===== src/design/debounced_pulse_width_meter_macros.svh =====
// Assertion macros used by the pulse width meter top level.
// Needs nothing else; include by bare file name where assertions are written.
`ifndef DEBOUNCED_PULSE_WIDTH_METER_MACROS_SVH
`define DEBOUNCED_PULSE_WIDTH_METER_MACROS_SVH

// Same-cycle implication, checked at every rising clock edge outside reset.
`define DPWM_ASSERT_NOW(label, clk, rst, cond, prop, msg) \
   label: assert property (@(posedge clk) disable iff (rst) (cond) |-> (prop)) \
      else $error(msg);

// Next-cycle implication, checked at every rising clock edge outside reset.
`define DPWM_ASSERT_NEXT(label, clk, rst, cond, prop, msg) \
   label: assert property (@(posedge clk) disable iff (rst) (cond) |=> (prop)) \
      else $error(msg);

`endif


===== src/design/dpwm_pkg.sv =====
// Package for the debounced pulse width meter: beat types and fixed constants.
// Depends on nothing; used by the top level by scoped names.
`timescale 1ns / 1ps

package dpwm_pkg;

   localparam int unsigned CountWidth = 16;

   localparam logic REQ_TICK  = 1'b0;
   localparam logic REQ_CLEAR = 1'b1;

   localparam logic [CountWidth-1:0] TIMER_INIT_RESET = 16'hFFFF;

   typedef struct packed {
      logic                  req_type;
      logic                  pin_sample;
      logic [CountWidth-1:0] pulse_count;
   } req_beat_type;

   typedef struct packed {
      logic                  level;
      logic                  measuring;
      logic                  done_res;
      logic [CountWidth-1:0] live_ms;
      logic [CountWidth-1:0] width_ms;
      logic [CountWidth-1:0] pulse_delta;
   } rsp_beat_type;

endpackage


===== src/design/debounced_pulse_width_meter.sv =====
// Top level of the debounced pulse width meter: debounce, timing and output buffering.
// Depends on dpwm_pkg and debounced_pulse_width_meter_macros.svh.
//
// Each request beat is either a one-millisecond tick carrying a raw pin sample
// and the external pulse counter value, or a clear of the current measurement.
// Every request beat gives exactly one response beat with the debounced level,
// the measuring and done flags, the live duration, the last pulse width and
// the pulse count difference.
// The state is updated in the cycle a request is accepted. The response is registered
// in the output register, or in the skid register while that one is held. One request
// is accepted per cycle while req_stall is low, as set by the single state update path.
// When the receiver stalls, the response holds in the output register and one
// more response is caught in a skid register; req_stall rises only while that
// skid register is full, so no beat is lost.
// The timer_init register is written on the csr channel, which is always ready.
// Synchronous reset clears all flags, durations and counters, loads the
// history with only its top bit set and sets timer_init to 65535.
`timescale 1ns / 1ps
`include "debounced_pulse_width_meter_macros.svh"

module debounced_pulse_width_meter #(
   parameter int unsigned HISTORY_BITS = 8
) (
   input  logic                  clock,
   input  logic                  reset,
   input  logic                  req_valid,
   output logic                  req_stall,
   input  dpwm_pkg::req_beat_type req_data,
   output logic                  rsp_valid,
   input  logic                  rsp_stall,
   output dpwm_pkg::rsp_beat_type rsp_data,
   input  logic                  csr_valid,
   output logic                  csr_ready,
   input  logic [dpwm_pkg::CountWidth-1:0] csr_wdata
);

   localparam logic [HISTORY_BITS-1:0] HistReset = HISTORY_BITS'(1) << (HISTORY_BITS - 1);

   logic [dpwm_pkg::CountWidth-1:0] timer_init_ff;
   logic [HISTORY_BITS-1:0]         history_ff, history_in;
   logic                            level_ff, level_in;
   logic                            measuring_ff, measuring_in;
   logic                            done_ff, done_in;
   logic [dpwm_pkg::CountWidth-1:0] countdown_ff, countdown_in;
   logic [dpwm_pkg::CountWidth-1:0] live_ff, live_in;
   logic [dpwm_pkg::CountWidth-1:0] width_ff, width_in;
   logic [dpwm_pkg::CountWidth-1:0] start_ff, start_in;
   logic [dpwm_pkg::CountWidth-1:0] delta_ff, delta_in;
   logic [dpwm_pkg::CountWidth-1:0] count_dec;
   logic [dpwm_pkg::CountWidth-1:0] elapsed;

   dpwm_pkg::rsp_beat_type result;
   dpwm_pkg::rsp_beat_type out_ff;
   dpwm_pkg::rsp_beat_type skid_ff;
   logic                   out_valid_ff;
   logic                   skid_valid_ff;
   logic                   req_accept;
   logic                   rsp_take;

   assign csr_ready  = 1'b1;
   assign req_stall  = skid_valid_ff;
   assign req_accept = req_valid && !skid_valid_ff;
   assign rsp_valid  = out_valid_ff;
   assign rsp_data   = out_ff;
   assign rsp_take   = out_valid_ff && !rsp_stall;

   always_comb begin
      count_dec    = (countdown_ff != '0) ? countdown_ff - 1'b1 : countdown_ff;
      elapsed      = timer_init_ff - count_dec;
      history_in   = history_ff;
      level_in     = level_ff;
      measuring_in = measuring_ff;
      done_in      = done_ff;
      countdown_in = countdown_ff;
      live_in      = live_ff;
      width_in     = width_ff;
      start_in     = start_ff;
      delta_in     = delta_ff;
      if (req_data.req_type == dpwm_pkg::REQ_CLEAR) begin
         done_in      = 1'b0;
         width_in     = '0;
         measuring_in = 1'b0;
         countdown_in = timer_init_ff;
         live_in      = '0;
      end else begin
         countdown_in = count_dec;
         history_in   = {history_ff[HISTORY_BITS-2:0], req_data.pin_sample};
         if (&history_in) begin
            level_in = 1'b1;
         end else if (history_in == '0) begin
            level_in = 1'b0;
         end
         if (level_in && !measuring_ff) begin
            start_in     = req_data.pulse_count;
            measuring_in = 1'b1;
            countdown_in = timer_init_ff;
            done_in      = 1'b0;
            live_in      = '0;
         end else if (level_in && measuring_ff) begin
            live_in = elapsed;
         end else if (!level_in && measuring_ff) begin
            delta_in     = req_data.pulse_count - start_ff;
            width_in     = elapsed;
            measuring_in = 1'b0;
            live_in      = '0;
            done_in      = 1'b1;
         end
      end
      result.level       = level_in;
      result.measuring   = measuring_in;
      result.done_res    = done_in;
      result.live_ms     = live_in;
      result.width_ms    = width_in;
      result.pulse_delta = delta_in;
   end

   always_ff @(posedge clock) begin
      if (reset) begin
         timer_init_ff <= dpwm_pkg::TIMER_INIT_RESET;
         history_ff    <= HistReset;
         level_ff      <= 1'b0;
         measuring_ff  <= 1'b0;
         done_ff       <= 1'b0;
         countdown_ff  <= '0;
         live_ff       <= '0;
         width_ff      <= '0;
         start_ff      <= '0;
         delta_ff      <= '0;
      end else begin
         if (csr_valid && csr_ready) begin
            timer_init_ff <= csr_wdata;
         end
         if (req_accept) begin
            history_ff   <= history_in;
            level_ff     <= level_in;
            measuring_ff <= measuring_in;
            done_ff      <= done_in;
            countdown_ff <= countdown_in;
            live_ff      <= live_in;
            width_ff     <= width_in;
            start_ff     <= start_in;
            delta_ff     <= delta_in;
         end
      end
   end

   always_ff @(posedge clock) begin
      if (reset) begin
         out_valid_ff  <= 1'b0;
         skid_valid_ff <= 1'b0;
      end else if (rsp_take) begin
         if (skid_valid_ff) begin
            out_ff        <= skid_ff;
            skid_valid_ff <= 1'b0;
         end else if (req_accept) begin
            out_ff <= result;
         end else begin
            out_valid_ff <= 1'b0;
         end
      end else if (req_accept) begin
         if (!out_valid_ff) begin
            out_ff       <= result;
            out_valid_ff <= 1'b1;
         end else begin
            skid_ff       <= result;
            skid_valid_ff <= 1'b1;
         end
      end
   end

   `DPWM_ASSERT_NOW(a_skid_behind_out, clock, reset, skid_valid_ff, out_valid_ff,
      "skid beat without output beat")
   `DPWM_ASSERT_NEXT(a_accept_gives_rsp, clock, reset, req_valid && !req_stall, rsp_valid,
      "accepted beat gave no response")
   `DPWM_ASSERT_NOW(a_measuring_level, clock, reset, rsp_valid && rsp_data.measuring,
      rsp_data.level, "measuring while level inactive")
   `DPWM_ASSERT_NOW(a_live_measuring, clock, reset, rsp_valid && rsp_data.live_ms != '0,
      rsp_data.measuring, "live duration outside a measurement")

endmodule


===== config.mk =====
export PLATFORM = sky130hd
export DESIGN_NAME = debounced_pulse_width_meter
export DESIGN_NICKNAME = d
export VERILOG_FILES = /design/src/design/dpwm_pkg.sv /design/src/design/debounced_pulse_width_meter.sv
export VERILOG_INCLUDE_DIRS = /design/src /design/src/design
export SDC_FILE = /design/constraint.sdc
export NUM_CORES = 1
export LEC_CHECK = 0
export ABC_CLOCK_PERIOD_IN_PS = 5000
export BUFFER_PORTS_ARGS = -buffer_cell sky130_fd_sc_hd__buf_2
export CAP_MARGIN = 40
export CORE_ASPECT_RATIO = 0.9
export CORE_MARGIN = 2
export CORE_UTILIZATION = 54
export DETAILED_ROUTE_END_ITERATION = 16
export PLACE_DENSITY = 0.76
export SLEW_MARGIN = 20
export SYNTH_ARGS = -nofsm -noshare
export SYNTH_HDL_FRONTEND = slang
export SYNTH_SLANG_ARGS = --single-unit

===== constraint.sdc =====
create_clock -name clock -period 5 [get_ports clock]
set_input_delay 0 -clock clock [delete_from_list [all_inputs] [get_ports clock]]
set_output_delay 0 -clock clock [all_outputs]
set_load 0.02 [all_outputs]

# --- Yosys cells after proc, flatten, opt, wreduce, memory -nomap -nowiden ---
# Cells that the tools add are included.
totals:
  register_bits: 210
  latch_bits: 0
  ramBits: 0
  mem_bits_ro: 0
  in_bits: 39
  out_inout_bits: 54
  n_memories: 0
op_classes:
  n_addsub: 3
  mul: 0
  div_mod_pow: 0
  order_cmp: 0
  eq_ne: 3
  n_shift: 0
  muxes: 36
  bitwise_logic: 3
  reduce_logical: 21
ops:
  columns: ["cell", "n"]
  rows:
  - ["$mux 51", 5]
  - ["$mux 16", 15]
  - ["$sub 16x16->16", 2]
  - ["$mux 1", 16]
  - ["$reduce_bool 16->1", 1]
  - ["$sub 16x1->16 const B", 1]
  - ["$logic_not 8->1", 1]
  - ["$reduce_and 4->1", 2]
  - ["$reduce_and 8->1", 1]
  - ["$reduce_and 3->1", 2]
  - ["$logic_and 1x1->1", 5]
  - ["$logic_not 1->1", 4]
  - ["$ne 2x2->1 const B", 2]
  - ["$reduce_and 2->1", 2]
  - ["$reduce_bool 2->1", 2]
  - ["$not 1->1", 3]
  - ["$ne 2x1->1 const B", 1]
  - ["$reduce_or 2->1", 1]

# --- Depth between registers and ports, before layout ---
# Gate-level depths: netlist of run 1.
depth:
  ltp_word: 13
  ltp_mapped: 19
  ltp_nobuf: 19

# --- Worst setup path after synthesis of run 1 ---
# Ideal clock, no wire load.
synth_timing:
  kind: "reg2reg"
  from: "register skid_valid_ff (netlist: req_stall)"
  to: "register out_ff, in the netlist rsp_data[0] (enable)"
  setup_time_ps: 543
  arrival_time_ps: 4809
  slack_ps: -351
  stages_incl_launch_ff: 5
  period_less_slack_ps: 5351
  cell_sequence: "dfxtp_1 > nand2b_1 > clkbuf_1 > clkbuf_1 > a221oi_1"
synth_between:
  elab_chain_len: 4
  word_cells_on_any_way: 5
  classes_between: "5 x reduce/logical"
synth_lines:
  columns: ["item", "line", "rtl"]
  rows:
  - ["start: declaration", "debounced_pulse_width_meter.sv:56", "logic skid_valid_ff;"]
  - ["start signal: assignment", "debounced_pulse_width_meter.sv:150", "skid_valid_ff <= 1'b0;"]
  - ["start signal: assignment", "debounced_pulse_width_meter.sv:154", "skid_valid_ff <= 1'b0;"]
  - ["start signal: assignment", "debounced_pulse_width_meter.sv:166", "skid_valid_ff <= 1'b1;"]
  - ["$logic_not 1->1", "debounced_pulse_width_meter.sv:62", "assign req_accept = req_valid && !skid_valid_ff;"]
  - ["$logic_and 1x1->1", "debounced_pulse_width_meter.sv:62", null]
  - ["$reduce_bool 2->1 (no line)", null, null]
  - ["$reduce_and 4->1 (no line) *", null, null]
  - ["end signal: assignment", "debounced_pulse_width_meter.sv:153", "out_ff <= skid_ff;"]
  - ["end signal: assignment", "debounced_pulse_width_meter.sv:156", "out_ff <= result;"]
  - ["end signal: assignment", "debounced_pulse_width_meter.sv:162", "out_ff <= result;"]
  - ["end: declaration", "debounced_pulse_width_meter.sv:53", "dpwm_pkg::rsp_beat_type out_ff;"]
# Mark *: on every way between the ends. The rest lies on a longest branch, timed or not.
# A chain may end at the register's enable or synchronous reset.

# --- Worst setup path after layout of run 1 ---
layout_timing:
  from: "register countdown_ff[1] in the netlist's numbering"
  to: "register out_ff, in the netlist rsp_data[31], data pin"
layout_between:
  elab_chain_len: 10
  word_cells_on_any_way: 13
  classes_between: "2 x add/sub; 10 x mux; 1 x reduce/logical"
layout_lines:
  columns: ["item", "line", "rtl"]
  rows:
  - ["start: declaration", "debounced_pulse_width_meter.sv:44", "logic [dpwm_pkg::CountWidth-1:0] countdown_ff, countdown_in;"]
  - ["start signal: assignment", "debounced_pulse_width_meter.sv:138", "countdown_ff <= countdown_in;"]
  - ["$sub 16x1->16 or $reduce_bool 16->1 (tied branches)", "debounced_pulse_width_meter.sv:68", "count_dec = (countdown_ff != '0) ? countdown_ff - 1'b1 : countdown_ff;"]
  - ["$mux 16 *", "debounced_pulse_width_meter.sv:68", null]
  - ["$sub 16x16->16 *", "debounced_pulse_width_meter.sv:69", "elapsed = timer_init_ff - count_dec;"]
  - ["$mux 16 *", "debounced_pulse_width_meter.sv:101", "end else if (!level_in && measuring_ff) begin"]
  - ["$mux 16 *", "debounced_pulse_width_meter.sv:99", "end else if (level_in && measuring_ff) begin"]
  - ["$mux 16 *", "debounced_pulse_width_meter.sv:93", "if (level_in && !measuring_ff) begin"]
  - ["$mux 16 *", "debounced_pulse_width_meter.sv:79", "if (req_data.req_type == dpwm_pkg::REQ_CLEAR) begin"]
  - ["named net width_in, one bit", "debounced_pulse_width_meter.sv:46", "logic [dpwm_pkg::CountWidth-1:0] width_ff, width_in;"]
  - ["$mux 51 (on tied branches)", "debounced_pulse_width_meter.sv:161, debounced_pulse_width_meter.sv:155", null]
  - ["$mux 51 (on tied branches)", "debounced_pulse_width_meter.sv:160, debounced_pulse_width_meter.sv:152", null]
  - ["$mux 51 *", "debounced_pulse_width_meter.sv:151", "end else if (rsp_take) begin"]
# The timed path passes the listed nets; every way through them passes the cells marked *. The select of a mux whose other input is x is not followed.

==> results by stage, run 1 <==
Status:
- The run finished with clean final reports.

Power:
- The relative contribution of sequential cells to total power is 44.6%.
- Combinational logic is responsible for 17.9% of the overall power.
- The leakage power figure is 4.76 nW.
- The internal power is 0.00306 W.
- The power density over cell area is 346 mW/mm^2.
- Of the total power, the share spent switching nets is 28.0%.
- The switching component of the power is between 0.001 and 0.0015 W.
- The worst-case IR drop observed on VDD is 0.278 mV.
- The clock share of power is 37.4%.

Setup path:
- The required time at the worst-slack endpoint is between 5 and 6 ns.
- In this run the worst path has a maximum fanout of 7.
- In this run the critical register-to-register path is captured at rsp_data[31].
- The worst register-to-register path begins at countdown_ff[1].
- The depth of the worst register-to-register path is 18.
- The worst setup path is captured at a flop.
- The sort of element at the start of the critical path is a flop.
- The data arrival time of the critical path is 5.11 ns.
- In this run the register-to-register setup slack is 0.27 ns.
- The setup path with the least slack is of type reg2reg.

Yosys:
- After technology mapping, the gate count stands at 1,148.
- After synthesis, the share of flip-flops with an asynchronous set or reset is 0%.
- After synthesis the netlist holds a flip-flop and latch count of 210.
- In the synthesized netlist the dominant register cell turns out to be sky130_fd_sc_hd__dfxtp_1.
- In this run the mean area of a mapped cell was 9.05 um^2.
- The count of synthesis-stage warnings from yosys is 0.
- The sequential area share after synthesis is 50.3%.
- Counting every net in the synthesized netlist gives 1,213.
- The number of different library cells in the post-synthesis netlist is 76.
- The netlist area before placement is 0.0104 mm^2.
- In this run, synthesis inferred 102 flip-flops with an integrated enable.

Floorplan:
- The floorplan step set the die height to 136 um.
- The top-level I/O count is 93.
- The die width is 150 um.
- The initialized floorplan defines 48 standard-cell rows.
- The total core area is 0.0190 mm^2.
- The floorplan step defined a die boundary enclosing 0.0204 mm^2.
- The effective utilization at floorplan is a little over half.

Min path:
- The beginning of the worst hold path is csr_valid.
- The hold-critical path endpoint is timer_init_ff[1].
- The class of the worst hold path is in2reg.
- The worst hold path stage count is 3.

STA:
- The total count of hold-check failures in the final report is 0.
- On the final layout, the worst hold slack is 0.00739 ns.
- Summed over all failing endpoints, the final setup total negative slack is 0 ns.
- The clock period minus worst slack is 4.73 ns.
- The part of the cycle the worst path needs is 94.6%.
- Static timing analysis puts the maximum clock frequency at approximately 0.21 GHz.
- The max-slew violation total from the final report is 0.
- Across the routed clock network, the largest skew measured is 0.0293 ns.
- The total setup violations reported at the end of the flow is 0.
- The actual transition at the worst max-transition pin is roughly 0.83 ns.
- The worst relative slew slack is 45.0%.

Job:
- The tool flagged a number of max-cap violations equal to 0.

Global routing:
- The wire length of the first global-routing pass is 40.8 mm.
- The maximum number of pins on one net before global-route repair is between 50 and 60.
- The via count of the first global-routing pass is roughly 8,000.
- The total overflow left after global routing is 0.
- The number of antenna violations at the first check in global routing is 0.
- Global routing used 24.9% of the available tracks.

Placement:
- The wire-length estimate of the detail-placed layout is 16.8 mm.
- In this run, placement finished with an instance count of 1,445.
- The cell area reported after detailed placement is around 0.011 mm^2.
- The number of I/O port buffers is 91.
- Routability-driven placement finished with a final weighted congestion of 0.908.

Clock tree:
- The number of levels in the clock H-tree is 1.
- The post-CTS clock slew at the launch and capture registers of the worst setup and hold paths is 0.06 ns.
- The clock passes through at most 3 buffers.
- The TritonCTS clock tree is done.
- Clock tree synthesis inserted a total of 23 buffers.
- At the later pin of the worst-skew pair, clock insertion delay measures 0.53 ns.
- The tree is rooted in a sky130_fd_sc_hd__clkbuf_16.
- The clock sink count is 210.

Detailed routing:
- For this run, design rule violations remaining after detail routing come to 0.
- The final layout contains routed wiring with a total length of roughly 25 mm.
- The routed wirelength normalized by instance count is 16.6 um.
- The post-detailed-route via-to-cell ratio is 5.67.
- The first routing iteration left 706 violations.
- In this run the remaining antenna-violating nets after routing total 0.
- The first detailed-routing pass ran for 5 iterations.
- The routed layout has 8,652 vias.

Cells and area:
- The finished layout cell area is 0.0123 mm^2.
- After the last flow step, the layout net total stands at 1,323.
- Counting the fill cells in the layout gives 1,542.
- The antenna cell count is 0.
- The ratio of cells with drive above 1 in the final layout is 15.2%.
- From synthesis to final layout, the design area changed by 18.3%.
- The number of standard cells in the final layout excluding fillers is 1,525.
[logic make-up after synthesis]
group,count (synthesis),share of synthesized area [%]
AO/OA/AOI/OAI,269,16.5
XOR/XNOR,35,3.08
adder cells (fa/ha/maj),28,3.48
buffers and inverters,108,4.03
flip-flops,210,50.3
multiplexers,31,3.13
other,1,0.0361
AND/OR/NAND/NOR,466,19.4
[Yosys cell counts (all sizes together), types with 6 or more instances]
| cell type | count | area share [%] |
|---|---|---|
| clkbuf | 57 | 2.1 |
| o21ai | 42 | 2.0 |
| mux2 | 12 | 1.3 |
| nand4 | 8 | 0.48 |
| o31a | 6 | 0.51 |
| or3 | 7 | 0.47 |
| nand2b | 10 | 0.60 |
| nand3 | 11 | 0.53 |
| a31oi | 11 | 0.66 |
| inv | 39 | 1.4 |
| o211ai | 8 | 0.58 |
| nor2b | 8 | 0.48 |
| and2 | 10 | 0.60 |
| xor2 | 14 | 1.2 |
| edfxtp | 102 | 29 |
| o31ai | 12 | 0.92 |
| a211oi | 20 | 1.5 |
| a21boi | 6 | 0.43 |
| xnor2 | 20 | 1.7 |
| a21oi | 106 | 5.1 |
| dfxtp | 108 | 21 |
| nor4 | 10 | 0.66 |
| ha | 24 | 2.9 |
| mux2i | 19 | 1.8 |
| nand2 | 253 | 9.1 |
| a22oi | 12 | 0.92 |
| nor2 | 109 | 3.9 |
| buf | 11 | 0.53 |
| nor3 | 20 | 0.96 |
[registers in the layout, indices dropped and copies added (netlist names), 7 cells and up, named ones only]
name and cells:
live_ff 16, width_ff 16, start_ff 16, skid_ff 51, rsp_data 51, history_ff 7, countdown_ff 15, delta_ff 16
timer_init_ff 16
[cell type report]
cell class	instances	area, um^2	area share (%)
clock buffers	33	653	5.31
clock inverters	9	56.3	0.458
inverters	40	150	1.22
multi-input cells	830	4850	39.4
flip-flops and latches	210	5230	42.5
well taps	250	313	2.54
repair buffers	153	1050	8.54
[power by group through the flow]
| stage | logic, W | registers (W) | clock network (W) |
|---|---|---|---|
| finish | 0.000762 | 0.00190 | 0.00159 |
| detailed placement | 0.000703 | 0.00193 | 0 |
| floorplan | 0.000493 | 0.00194 | 0 |
| global route | 0.000833 | 0.00190 | 0.00169 |
| global placement | 0.000689 | 0.00193 | 0 |
| CTS | 0.000728 | 0.00189 | 0.00162 |
[placed cells by master (no fill, tap or decap), types with 10 or more instances in the layout]
cell type,instances
sky130_fd_sc_hd__nand2_1,252
sky130_fd_sc_hd__nor2_1,108
sky130_fd_sc_hd__dfxtp_1,108
sky130_fd_sc_hd__a21oi_1,104
sky130_fd_sc_hd__edfxtp_1,102
sky130_fd_sc_hd__buf_2,91
sky130_fd_sc_hd__inv_1,39
sky130_fd_sc_hd__o21ai_0,37
sky130_fd_sc_hd__dlygate4sd3_1,36
sky130_fd_sc_hd__ha_1,24
sky130_fd_sc_hd__clkbuf_16,23
sky130_fd_sc_hd__buf_4,22
sky130_fd_sc_hd__xnor2_1,20
sky130_fd_sc_hd__a211oi_1,19
sky130_fd_sc_hd__nor3_1,19
sky130_fd_sc_hd__mux2i_1,19
sky130_fd_sc_hd__xor2_1,14
sky130_fd_sc_hd__mux2_2,12
sky130_fd_sc_hd__a31oi_1,11
sky130_fd_sc_hd__nand3_1,11
sky130_fd_sc_hd__a22oi_1,11
sky130_fd_sc_hd__o31ai_1,10
[layer usage]
metal,up-vias,track usage [%],routed length [um]
met2,310,38.2,11200
met5,-,0,0
met1,4045,36.6,11800
li1,4265,-,-
met3,32,5.05,1910
met4,0,5.03,383
[worst max-delay path: stages, from the launching register on]
cell and delay (ns):
sky130_fd_sc_hd__dfxtp_1 0.38, sky130_fd_sc_hd__inv_1 0.10, sky130_fd_sc_hd__ha_1 0.18, sky130_fd_sc_hd__nor4b_4 0.24, sky130_fd_sc_hd__nand4_1 0.16, sky130_fd_sc_hd__or4_1 0.51
sky130_fd_sc_hd__a21oi_2 0.20, sky130_fd_sc_hd__inv_1 0.06, sky130_fd_sc_hd__ha_1 0.26, sky130_fd_sc_hd__nor2b_1 0.14, sky130_fd_sc_hd__o211ai_1 0.20, sky130_fd_sc_hd__a31oi_1 0.16
sky130_fd_sc_hd__maj3_2 0.33, sky130_fd_sc_hd__o2111a_1 0.27, sky130_fd_sc_hd__o41ai_1 0.36, sky130_fd_sc_hd__a21oi_1 0.10, sky130_fd_sc_hd__or3_4 0.40, sky130_fd_sc_hd__a311oi_2 0.34
sky130_fd_sc_hd__mux2_2 0.22
[worst max-delay path by stage]
stage                   endpoint  cells after the start             from
floorplan           rsp_data[45]                     18  countdown_ff[0]
global placement    rsp_data[45]                     18  countdown_ff[1]
detailed placement  rsp_data[28]                     20  countdown_ff[1]
CTS                 rsp_data[28]                     20  countdown_ff[1]
global route        rsp_data[28]                     20  countdown_ff[1]
finish              rsp_data[31]                     18  countdown_ff[1]
[through the flow]
step | util (%) | setup WS (ns) | power (W)
3_3_place_gp | 58.3 | 0.152 | 0.00262
5_1_grt | 64.6 | -0.0139 | 0.00443
3_5_place_dp | 58.5 | 0.0771 | 0.00263
2_1_floorplan | - | 0.222 | 0.00243
4_1_cts | 64.2 | 0.0420 | 0.00424
6_report | 64.6 | 0.272 | 0.00425
[timing repair]
item / CTS / global route
hold buffers: 36 / 0
setup buffers: 0 / 1
hold endpoints to repair: 36 / 0
endpoints found under the setup margin: 0 / 35
gates resized for setup: 0 / 11
No activity file was read; power rests on OpenSTA's default activity.
==> run 2, diff against run 1 <==
ABC_AREA = 1   (was unset)
==> run 2 against run 1 <==
  * Via count grew 4.3%
  * Register-to-register slack gained 1.2 ns
  * Core utilization grew 1.5 points
  * Critical endpoint is now rsp_data[40]
  * Largest power group unchanged
==> results by stage, run 2 <==
Yosys:
- The dominant combinational cell family by area after synthesis is simple AND/OR/NAND/NOR gates (unchanged).
- The post-synthesis sequential element count was 210 (unchanged).
- The dominant synthesized flop cell is sky130_fd_sc_hd__dfxtp_1 (unchanged).
- The most area-hungry cell type in the Yosys netlist is sky130_fd_sc_hd__edfxtp_1 (unchanged).
- The net count of the mapped netlist is 1,348 (was 1,213).
- The share of the synthesized area in compound gates (AO/OA/AOI/OAI) is 17.3% (was 16.5%).
- The proportion of synthesized area in mux cells is 0% (was 3.13%).
- The most repeated cell in the gate-level netlist after synthesis is sky130_fd_sc_hd__nand2_1 (unchanged).
- The sequential area share after synthesis is 49.2% (was 50.3%).
- The share of flip-flops with an asynchronous set or reset after synthesis is 0% (unchanged).
- The adder-cell share of the synthesized area came to 3.20% (was 3.48%).
- The netlist area before placement is 0.0106 mm^2 (was 0.0104 mm^2).
- The fraction of post-synthesis cell area in the top cell type by area is 28.8% (was 29.5%).
- The synthesized-area fraction occupied by xor and xnor cells is 1.98% (was 3.08%).
- Dominant cells by area after synthesis: sky130_fd_sc_hd__edfxtp_1, sky130_fd_sc_hd__dfxtp_1, sky130_fd_sc_hd__nand2_1 (unchanged).
- Commonest cells post-synth: sky130_fd_sc_hd__nand2_1, sky130_fd_sc_hd__inv_1, sky130_fd_sc_hd__a21oi_1 (was sky130_fd_sc_hd__nand2_1, sky130_fd_sc_hd__nor2_1, sky130_fd_sc_hd__dfxtp_1).
- The number of standard cells after synthesis is 1,283 (was 1,148).
- The count of synthesis-stage warnings from yosys is 0 (unchanged).
- The number of enable-type register cells in the synthesized netlist is 102 (unchanged).
- The share of synthesized cell area in and, or, nand and nor gates was 20.5% (was 19.4%).
- The mean cell area of the mapped netlist is 8.28 um^2 (was 9.05 um^2).
- The number of different library cells in the post-synthesis netlist is 48 (was 76).

Detailed routing:
- The number of search-and-repair iterations in the first detailed-routing pass is 6 (was 5).
- The routed wirelength normalized by instance count is 15.0 um (was 16.6 um).
- The total number of vias is 9,021 (was 8,652).
- The post-detailed-route via-to-cell ratio is 5.37 (was 5.67).
- The number of DRC markers in iteration 0 is 691 (was 706).
- The number of routed nets with antenna violations is 0 (unchanged).
- The DRC violation count after routing was 0 (unchanged).
- The total length of routed wires is 25.1 mm (was 25.4 mm).

Global routing:
- The via count of the first global-routing pass was 8,255 (was 7,976).
- The wire length of the first global-routing pass came to 40.8 mm (about the same).
- The number of antenna violations at the first check in global routing was 0 (unchanged).
- The residual overflow from global routing was 0 (unchanged).
- The maximum number of pins on one net before global-route repair is 79 (was 55).
- The all-layer global routing usage was 23.9% (was 24.9%).

Floorplan:
- The top-level I/O count is 93 (unchanged).
- The height of the die is 137 um (was 136 um).
- The die outline area is 0.0208 mm^2 (was 0.0204 mm^2).
- The effective utilization at floorplan is 55.3% (was 54.6%).
- The row count is 48 (unchanged).
- The total core area is 0.0192 mm^2 (was 0.0190 mm^2).
- The die width was 152 um (was 150 um).

Clock tree:
- The post-CTS repair timing setup buffer count is 0 (unchanged).
- The number of levels in the clock H-tree was 1 (unchanged).
- The buffer levels on the longest clock path is 3 (unchanged).
- The clock sink count is 210 (unchanged).
- The hold buffer count at cts is 57 (was 36).
- The post-cts repair resize count is 0 (unchanged).
- The post-CTS clock slew at the launch and capture registers of the worst setup and hold paths is 0.06 ns (about the same).
- The clock latency on the worst-skew pair is 0.54 ns (was 0.53 ns).
- The clock root buffer is sky130_fd_sc_hd__clkbuf_16 (unchanged).
- The TritonCTS clock tree is done (unchanged).
- The clock buffer count from CTS came to 23 (unchanged).

Cells and area:
- The count of filler cells inserted in the layout is 1,653 (was 1,542).
- The footprint of the flip-flops and latches came to 0.00523 mm^2 (unchanged).
- The antenna cell count is 0 (unchanged).
- The number of standard cells in the final layout excluding fillers is 1,681 (was 1,525).
- The net count reported at finish is 1,480 (was 1,323).
- The finished layout cell area is 0.0127 mm^2 (was 0.0123 mm^2).
- Commonest cells after routing, fill and taps aside: sky130_fd_sc_hd__nand2_1, sky130_fd_sc_hd__inv_1, sky130_fd_sc_hd__a21oi_1 (was sky130_fd_sc_hd__nand2_1, sky130_fd_sc_hd__nor2_1, sky130_fd_sc_hd__dfxtp_1).
- The commonest non-fill, non-tap cell in the layout was sky130_fd_sc_hd__nand2_1 (unchanged).
- The area of the multi-input gates is 0.00461 mm^2 (was 0.00485 mm^2).
- The layout-stage area growth over the synthesis result is 19.6% (was 18.3%).
- The ratio of cells with drive above 1 in the final layout is 16.1% (was 15.2%).

Placement:
- The cell area reported after detailed placement is 0.0114 mm^2 (was 0.0111 mm^2).
- The number of I/O port buffers is 91 (unchanged).
- The detailed-placement wirelength estimate was 16.8 mm (about the same).
- The number of instances in the placed design is 1,582 (was 1,445).
- The global placer's final weighted congestion was 0.908 (about the same).

STA:
- The clock period minus worst slack is 3.51 ns (was 4.73 ns).
- The worst relative slew slack is 54.4% (was 45.0%).
- The sum of negative setup slack is 0 ns (unchanged).
- The worst-case clock skew was 0.0183 ns (was 0.0293 ns).
- The total count of hold-check failures in the final report was 0 (unchanged).
- Setup repair after global routing left no endpoint under its margin.
- The achievable frequency came to 0.285 GHz (was 0.212 GHz).
- The max-slew violation total from the final report is 0 (unchanged).
- The actual transition at the worst max-transition pin came to 0.683 ns (was 0.826 ns).
- The total setup violations reported at the end of the flow came to 0 (unchanged).
- The part of the cycle the worst path needs came to 70.3% (was 94.6%).

Setup path:
- The critical path start-end classification is reg2reg (unchanged).
- The register-to-register setup slack is 1.49 ns (was 0.27 ns).
- The maximum net fanout on the critical path came to 28 (was 7).
- The sort of element at the start of the critical path is a flop (unchanged).
- The data arrival time of the critical path is 3.78 ns (was 5.11 ns).
- The critical path endpoint category is a flop (unchanged).
- The required time at the worst-slack endpoint is 5.26 ns (was 5.38 ns).

Power:
- The power density over cell area was 362 mW/mm^2 (was 346 mW/mm^2).
- The worst IR drop on VDD is 0.276 mV (was 0.278 mV).
- The leakage power figure is 5.51 nW (was 4.76 nW).

Min path:
- The class of the worst hold path was in2reg (unchanged).

Job:
- The total of max-cap violations came to 0 (unchanged).

Status:
- Status: complete, no violations (unchanged).
[run 2: cell types whose count changed in the layout (fill, tap and decap cells not counted), sizes merged, moves of 19 or more]
cell / before / now
mux2i: 19 / 0
a21oi: 106 / 152
dlygate4sd3: 36 / 57
o21ai: 42 / 144
nand3: 11 / 54
a211oi: 20 / 1
inv: 40 / 160
[run 2: worst paths after layout]
check                   from           end  cells past startpoint
max          countdown_ff[0]  rsp_data[40]                     20
min              req_data[4]   start_ff[4]                      4
max reg2reg  countdown_ff[0]  rsp_data[40]                     20
min reg2reg      start_ff[2]   start_ff[2]                      2
[run 2: where the power goes]
group,leakage [nW],total (W),internal (W),switching [W]
Clock,0.373,0.00169,0.000985,0.000708
Combinational,3.30,0.000946,0.000329,0.000617
Sequential,1.84,0.00196,0.00190,0.0000542
Total,5.51,0.00460,0.00322,0.00138
[run 2: area by class of cell]
cell class	instances	area share, %
timing repair buffer	163	9.59
sequential	210	41.1
clock buffer	28	4.83
clock inverter	13	1.06
multi-input combinational	858	36.2
tap	250	2.46
inverter	159	4.70
[run 2: metrics by stage]
| stage | total power [W] | hold WS, ns | utilization [%] | setup slack (ns) |
|---|---|---|---|---|
| after floorplan | 0.00265 | 0.122 | - | 1.14 |
| after CTS | 0.00460 | 0.301 | 66.0 | 1.48 |
| final | 0.00460 | 0.305 | 66.1 | 1.49 |
| after global routing | 0.00480 | 0.340 | 66.1 | 1.19 |
| after global placement | 0.00286 | 0.216 | 58.6 | 1.66 |
| after detailed placement | 0.00289 | 0.219 | 59.2 | 1.54 |
[run 2: routing by layer]
metal,vias up,share of wire [%],GRT usage [%]
li1,4549,-,-
met1,4141,48,34.6
met2,290,44,38.0
met3,41,5.9,3.36
met4,0,2.0,5.97
met5,-,0,0
[run 2: cells by family after synthesis]
family / after synthesis
AOI/OAI and AO/OA: 337
xor gates and xnor gates: 24
adders and majority gates: 26
buffers and inverters: 215
DFF: 210
other: 1
and+or+nand+nor: 470
[run 2: worst max-delay path, cell delays in order, from the launching register on]
cell and delay [ns]:
sky130_fd_sc_hd__dfxtp_1 0.31, sky130_fd_sc_hd__inv_1 0.17, sky130_fd_sc_hd__ha_1 0.24, sky130_fd_sc_hd__nand2_2 0.09, sky130_fd_sc_hd__nor2_4 0.17, sky130_fd_sc_hd__nand2_8 0.16, sky130_fd_sc_hd__xor2_1 0.18, sky130_fd_sc_hd__inv_1 0.08
sky130_fd_sc_hd__ha_1 0.21, sky130_fd_sc_hd__fa_1 0.43, sky130_fd_sc_hd__nor2_1 0.12, sky130_fd_sc_hd__a211oi_1 0.06, sky130_fd_sc_hd__nor2_1 0.09, sky130_fd_sc_hd__inv_1 0.08, sky130_fd_sc_hd__o21bai_2 0.19, sky130_fd_sc_hd__nand2_1 0.07
sky130_fd_sc_hd__nand2_1 0.09, sky130_fd_sc_hd__xor2_1 0.19, sky130_fd_sc_hd__nand2_1 0.08, sky130_fd_sc_hd__nand3_1 0.14, sky130_fd_sc_hd__a21oi_1 0.08
==> run 3, diff against run 2 <==
ABC_CLOCK_PERIOD_IN_PS = 3250   (was 5000)
CORE_UTILIZATION = 56   (was 54)
clock period = 3.25 ns   (was 5 ns; I/O delays follow)
==> run 3 against run 2 <==
  * Cell area up 0.51%
  * Worst setup slack worse by 1.3 ns
  * Global-route usage up 2.5 points
  * Wire length up 4.0%
  * Sequential cell count unchanged
  * Final cell count up 0.48%
  * Fmax up 15%
  * Sequential share of layout area down 0.17 points
  * Die area down 3.5%
  * Highest routed layer unchanged
==> results by stage, run 3 (synthesis gave the netlist of run 2 again) <==
Power:
- The switching portion of total power was 30.2% (was 30.0%).
- The portion of total power attributed to combinational logic is 22.8% (was 20.6%).
- The worst IR drop on VDD is 0.385 mV (was 0.276 mV).
- The switching component of the power is 0.00211 W (was 0.00138 W).
- The internal power was 0.00489 W (was 0.00322 W).
- The clock share of power is 34.2% (was 36.8%).
- The relative contribution of sequential cells to total power is 43.0% (was 42.6%).
- The leakage power figure came to 5.55 nW (was 5.51 nW).
- The power density over cell area is 548 mW/mm^2 (was 362 mW/mm^2).

Status:
- Status: complete, no violations (unchanged).

Setup path:
- In this design, the critical path's most frequently occurring cell is sky130_fd_sc_hd__nand2_1.
- The stage delay of the slowest cell on the critical path is 0.40 ns (was 0.43 ns).
- The sort of element at the start of the critical path is a flop (unchanged).
- The critical path's slowest cell is sky130_fd_sc_hd__fa_2 (was sky130_fd_sc_hd__fa_1).
- The maximum net fanout on the critical path is 5 (was 28).
- Cell-by-cell trace of the critical path: nor2_2 -> nand2_2 -> nor2_4 -> nand2_8 -> xor2_1 -> inv_1 -> ha_1 -> fa_2 -> nor2_2 -> a211oi_2 -> nor2_1 -> inv_2 -> nor3_1 -> nand2_1 -> nand3_1 -> nand2_1 -> nand2_1 -> nand2_1 -> nand2_2 -> a21oi_1 (was inv_1 -> ha_1 -> nand2_2 -> nor2_4 -> nand2_8 -> xor2_1 -> inv_1 -> ha_1 -> fa_1 -> nor2_1 -> a211oi_1 -> nor2_1 -> inv_1 -> o21bai_2 -> nand2_1 -> nand2_1 -> xor2_1 -> nand2_1 -> nand3_1 -> a21oi_1).
- The required time at the worst-slack endpoint came to 3.49 ns (was 5.26 ns).
- The data arrival time of the critical path is 3.30 ns (was 3.78 ns).
- The critical path endpoint category was a flop (unchanged).
- The critical path start-end classification is reg2reg (unchanged).

Clock tree:
- The clock buffer count from CTS was 22 (was 23).
- The TritonCTS clock tree is done (unchanged).
- The post-CTS clock slew at the launch and capture registers of the worst setup and hold paths is 0.06 ns (about the same).
- The buffer levels on the longest clock path is 3 (unchanged).
- The clock sink count is 210 (unchanged).
- The number of levels in the clock H-tree is 1 (unchanged).
- The clock latency on the worst-skew pair was 0.51 ns (was 0.54 ns).
- The clock root buffer was sky130_fd_sc_hd__clkbuf_16 (unchanged).

STA:
- The clock period minus worst slack is 3.06 ns (was 3.51 ns).
- The max-slew violation total from the final report is 0 (unchanged).
- The part of the cycle the worst path needs is 94.3% (was 70.3%).
- The worst-case clock skew is 0.0183 ns (about the same).
- The total setup violations reported at the end of the flow was 0 (unchanged).
- The actual transition at the worst max-transition pin is 0.734 ns (was 0.683 ns).
- The worst relative slew slack was 51.1% (was 54.4%).
- The worst hold-check slack came to 0.00745 ns (was 0.305 ns).
- The sum of negative setup slack is 0 ns (unchanged).
- The total count of hold-check failures in the final report is 0 (unchanged).
- The achievable frequency is 0.326 GHz (was 0.285 GHz).
- The final critical-path setup slack is 0.185 ns (was 1.49 ns).

Floorplan:
- The effective utilization at floorplan is 57.5% (was 55.3%).
- The top-level I/O count is 93 (unchanged).
- The die width is 149 um (was 152 um).
- The row count was 47 (was 48).
- The die outline area is 0.0201 mm^2 (was 0.0208 mm^2).
- The total core area is 0.0185 mm^2 (was 0.0192 mm^2).
- The height of the die was 135 um (was 137 um).

Placement:
- The number of I/O port buffers is 91 (unchanged).
- The detailed-placement wirelength estimate was 17.3 mm (was 16.8 mm).
- The cell area reported after detailed placement is 0.0114 mm^2 (about the same).
- The global placer's final weighted congestion came to 0.910 (was 0.908).
- The worst slack at placement came to 0.0565 ns (was 1.54 ns).
- The number of instances in the placed design is 1,589 (was 1,582).

Job:
- The total of max-cap violations is 0 (unchanged).

Global routing:
- The via count of the first global-routing pass is 8,747 (was 8,255).
- The number of antenna violations at the first check in global routing was 0 (unchanged).
- The maximum number of pins on one net before global-route repair is 74 (was 79).
- The residual overflow from global routing is 0 (unchanged).
- The wire length of the first global-routing pass is 42.8 mm (was 40.8 mm).
- The all-layer global routing usage is 26.4% (was 23.9%).

Detailed routing:
- The post-route met1 wirelength was 11.4 mm (was 12.0 mm).
- The post-detailed-route via-to-cell ratio is 5.40 (was 5.37).
- The highest layer used for signal routing is met4 (unchanged).
- The number of DRC markers in iteration 0 is 755 (was 691).
- The DRC violation count after routing is 0 (unchanged).
- The total length of routed wires is 26.2 mm (was 25.1 mm).
- The routed wire length on met3 is 1.65 mm (was 1.49 mm).
- The routed wirelength normalized by instance count was 15.5 um (was 15.0 um).
- The number of search-and-repair iterations in the first detailed-routing pass was 7 (was 6).
- The total number of vias is 9,116 (was 9,021).
- The total length of routed met2 wires came to 12.3 mm (was 11.2 mm).
- The number of routed nets with antenna violations was 0 (unchanged).

Cells and area:
- The antenna cell count was 0 (unchanged).
- The finished layout cell area is 0.0128 mm^2 (was 0.0127 mm^2).
- The count of filler cells inserted in the layout is 1,420 (was 1,653).
- The number of standard cells in the final layout excluding fillers was 1,689 (was 1,681).
- The area of the multi-input gates came to 0.00472 mm^2 (was 0.00461 mm^2).
- The commonest non-fill, non-tap cell in the layout was sky130_fd_sc_hd__nand2_1 (unchanged).
- The layout-stage area growth over the synthesis result is 20.2% (was 19.6%).
- Commonest cells after routing, fill and taps aside: sky130_fd_sc_hd__nand2_1, sky130_fd_sc_hd__inv_1, sky130_fd_sc_hd__a21oi_1 (unchanged).
- The footprint of the flip-flops and latches came to 0.00523 mm^2 (about the same).
- The net count reported at finish is 1,493 (was 1,480).
- The ratio of cells with drive above 1 in the final layout was 19.2% (was 16.1%).

Min path:
- The class of the worst hold path is in2reg (unchanged).
## run 3: cell count changes in the layout (fill, tap and decap cells not counted), moves of 3 or more
cell	before	now
sky130_fd_sc_hd__buf_16	3	0
sky130_fd_sc_hd__nor2_2	15	18
sky130_fd_sc_hd__nand2_1	239	228
sky130_fd_sc_hd__dlygate4sd3_1	57	52
sky130_fd_sc_hd__nor2_1	85	81
sky130_fd_sc_hd__buf_4	10	33
sky130_fd_sc_hd__nand2_2	18	29
## run 3: area by class of cell
class	count	area share, %
well taps	245	2.40
inverters	159	4.67
repair buffers	177	9.70
flip-flops and latches	210	40.9
multi-input cells	858	36.9
clock inverters	14	0.774
clock buffers	26	4.59
## run 3: repair_timing
item                                    4_1_cts  5_1_grt
endpoints found under the setup margin        0       66
setup buffers                                 0        7
hold buffers                                 52        0
endpoints found under the hold margin        39        0
gates resized for setup                       0       35
## run 3: worst paths after layout
| path | from | end | slack [ns] | cells after the start |
|---|---|---|---|---|
| worst max register to register | countdown_ff[9] | rsp_data[44] | 0.19 | 20 |
| worst max-delay path | countdown_ff[9] | rsp_data[44] | 0.19 | 20 |
| worst min register to register | start_ff[2] | start_ff[2] | 0.46 | 2 |
| worst min-delay path | rsp_stall | req_stall | 0.007 | 5 |
## run 3: critical path: cells and delay by family, from the launching register on
kind            cells  cell delay, ns
simple gates       13            1.46
fa+ha+maj           2            0.61
flops               1            0.36
buf+inv             2            0.13
xor+xnor            1            0.12
compound gates      2            0.11
## run 3: routing by layer
layer	global-route usage, %	vias to the layer above
li1	-	4580
met2	43.5	291
met4	8.78	0
met5	0	-
met3	4.43	65
met1	35.5	4180
## run 3: power groups by stage
stage,Sequential (W),Combinational [W],Clock [W]
2_1_floorplan,0.00309,0.000984,0
4_1_cts,0.00301,0.00150,0.00243
3_5_place_dp,0.00306,0.00144,0
6_report,0.00301,0.00160,0.00239
3_3_place_gp,0.00306,0.00141,0
5_1_grt,0.00303,0.00177,0.00254
## run 3: stage by stage
step	total power, W	utilization [%]
after detailed placement	0.00450	61.7
after global routing	0.00734	69.2
final	0.00700	69.2
after global placement	0.00447	61.7
after floorplan	0.00408	-
after CTS	0.00693	68.2
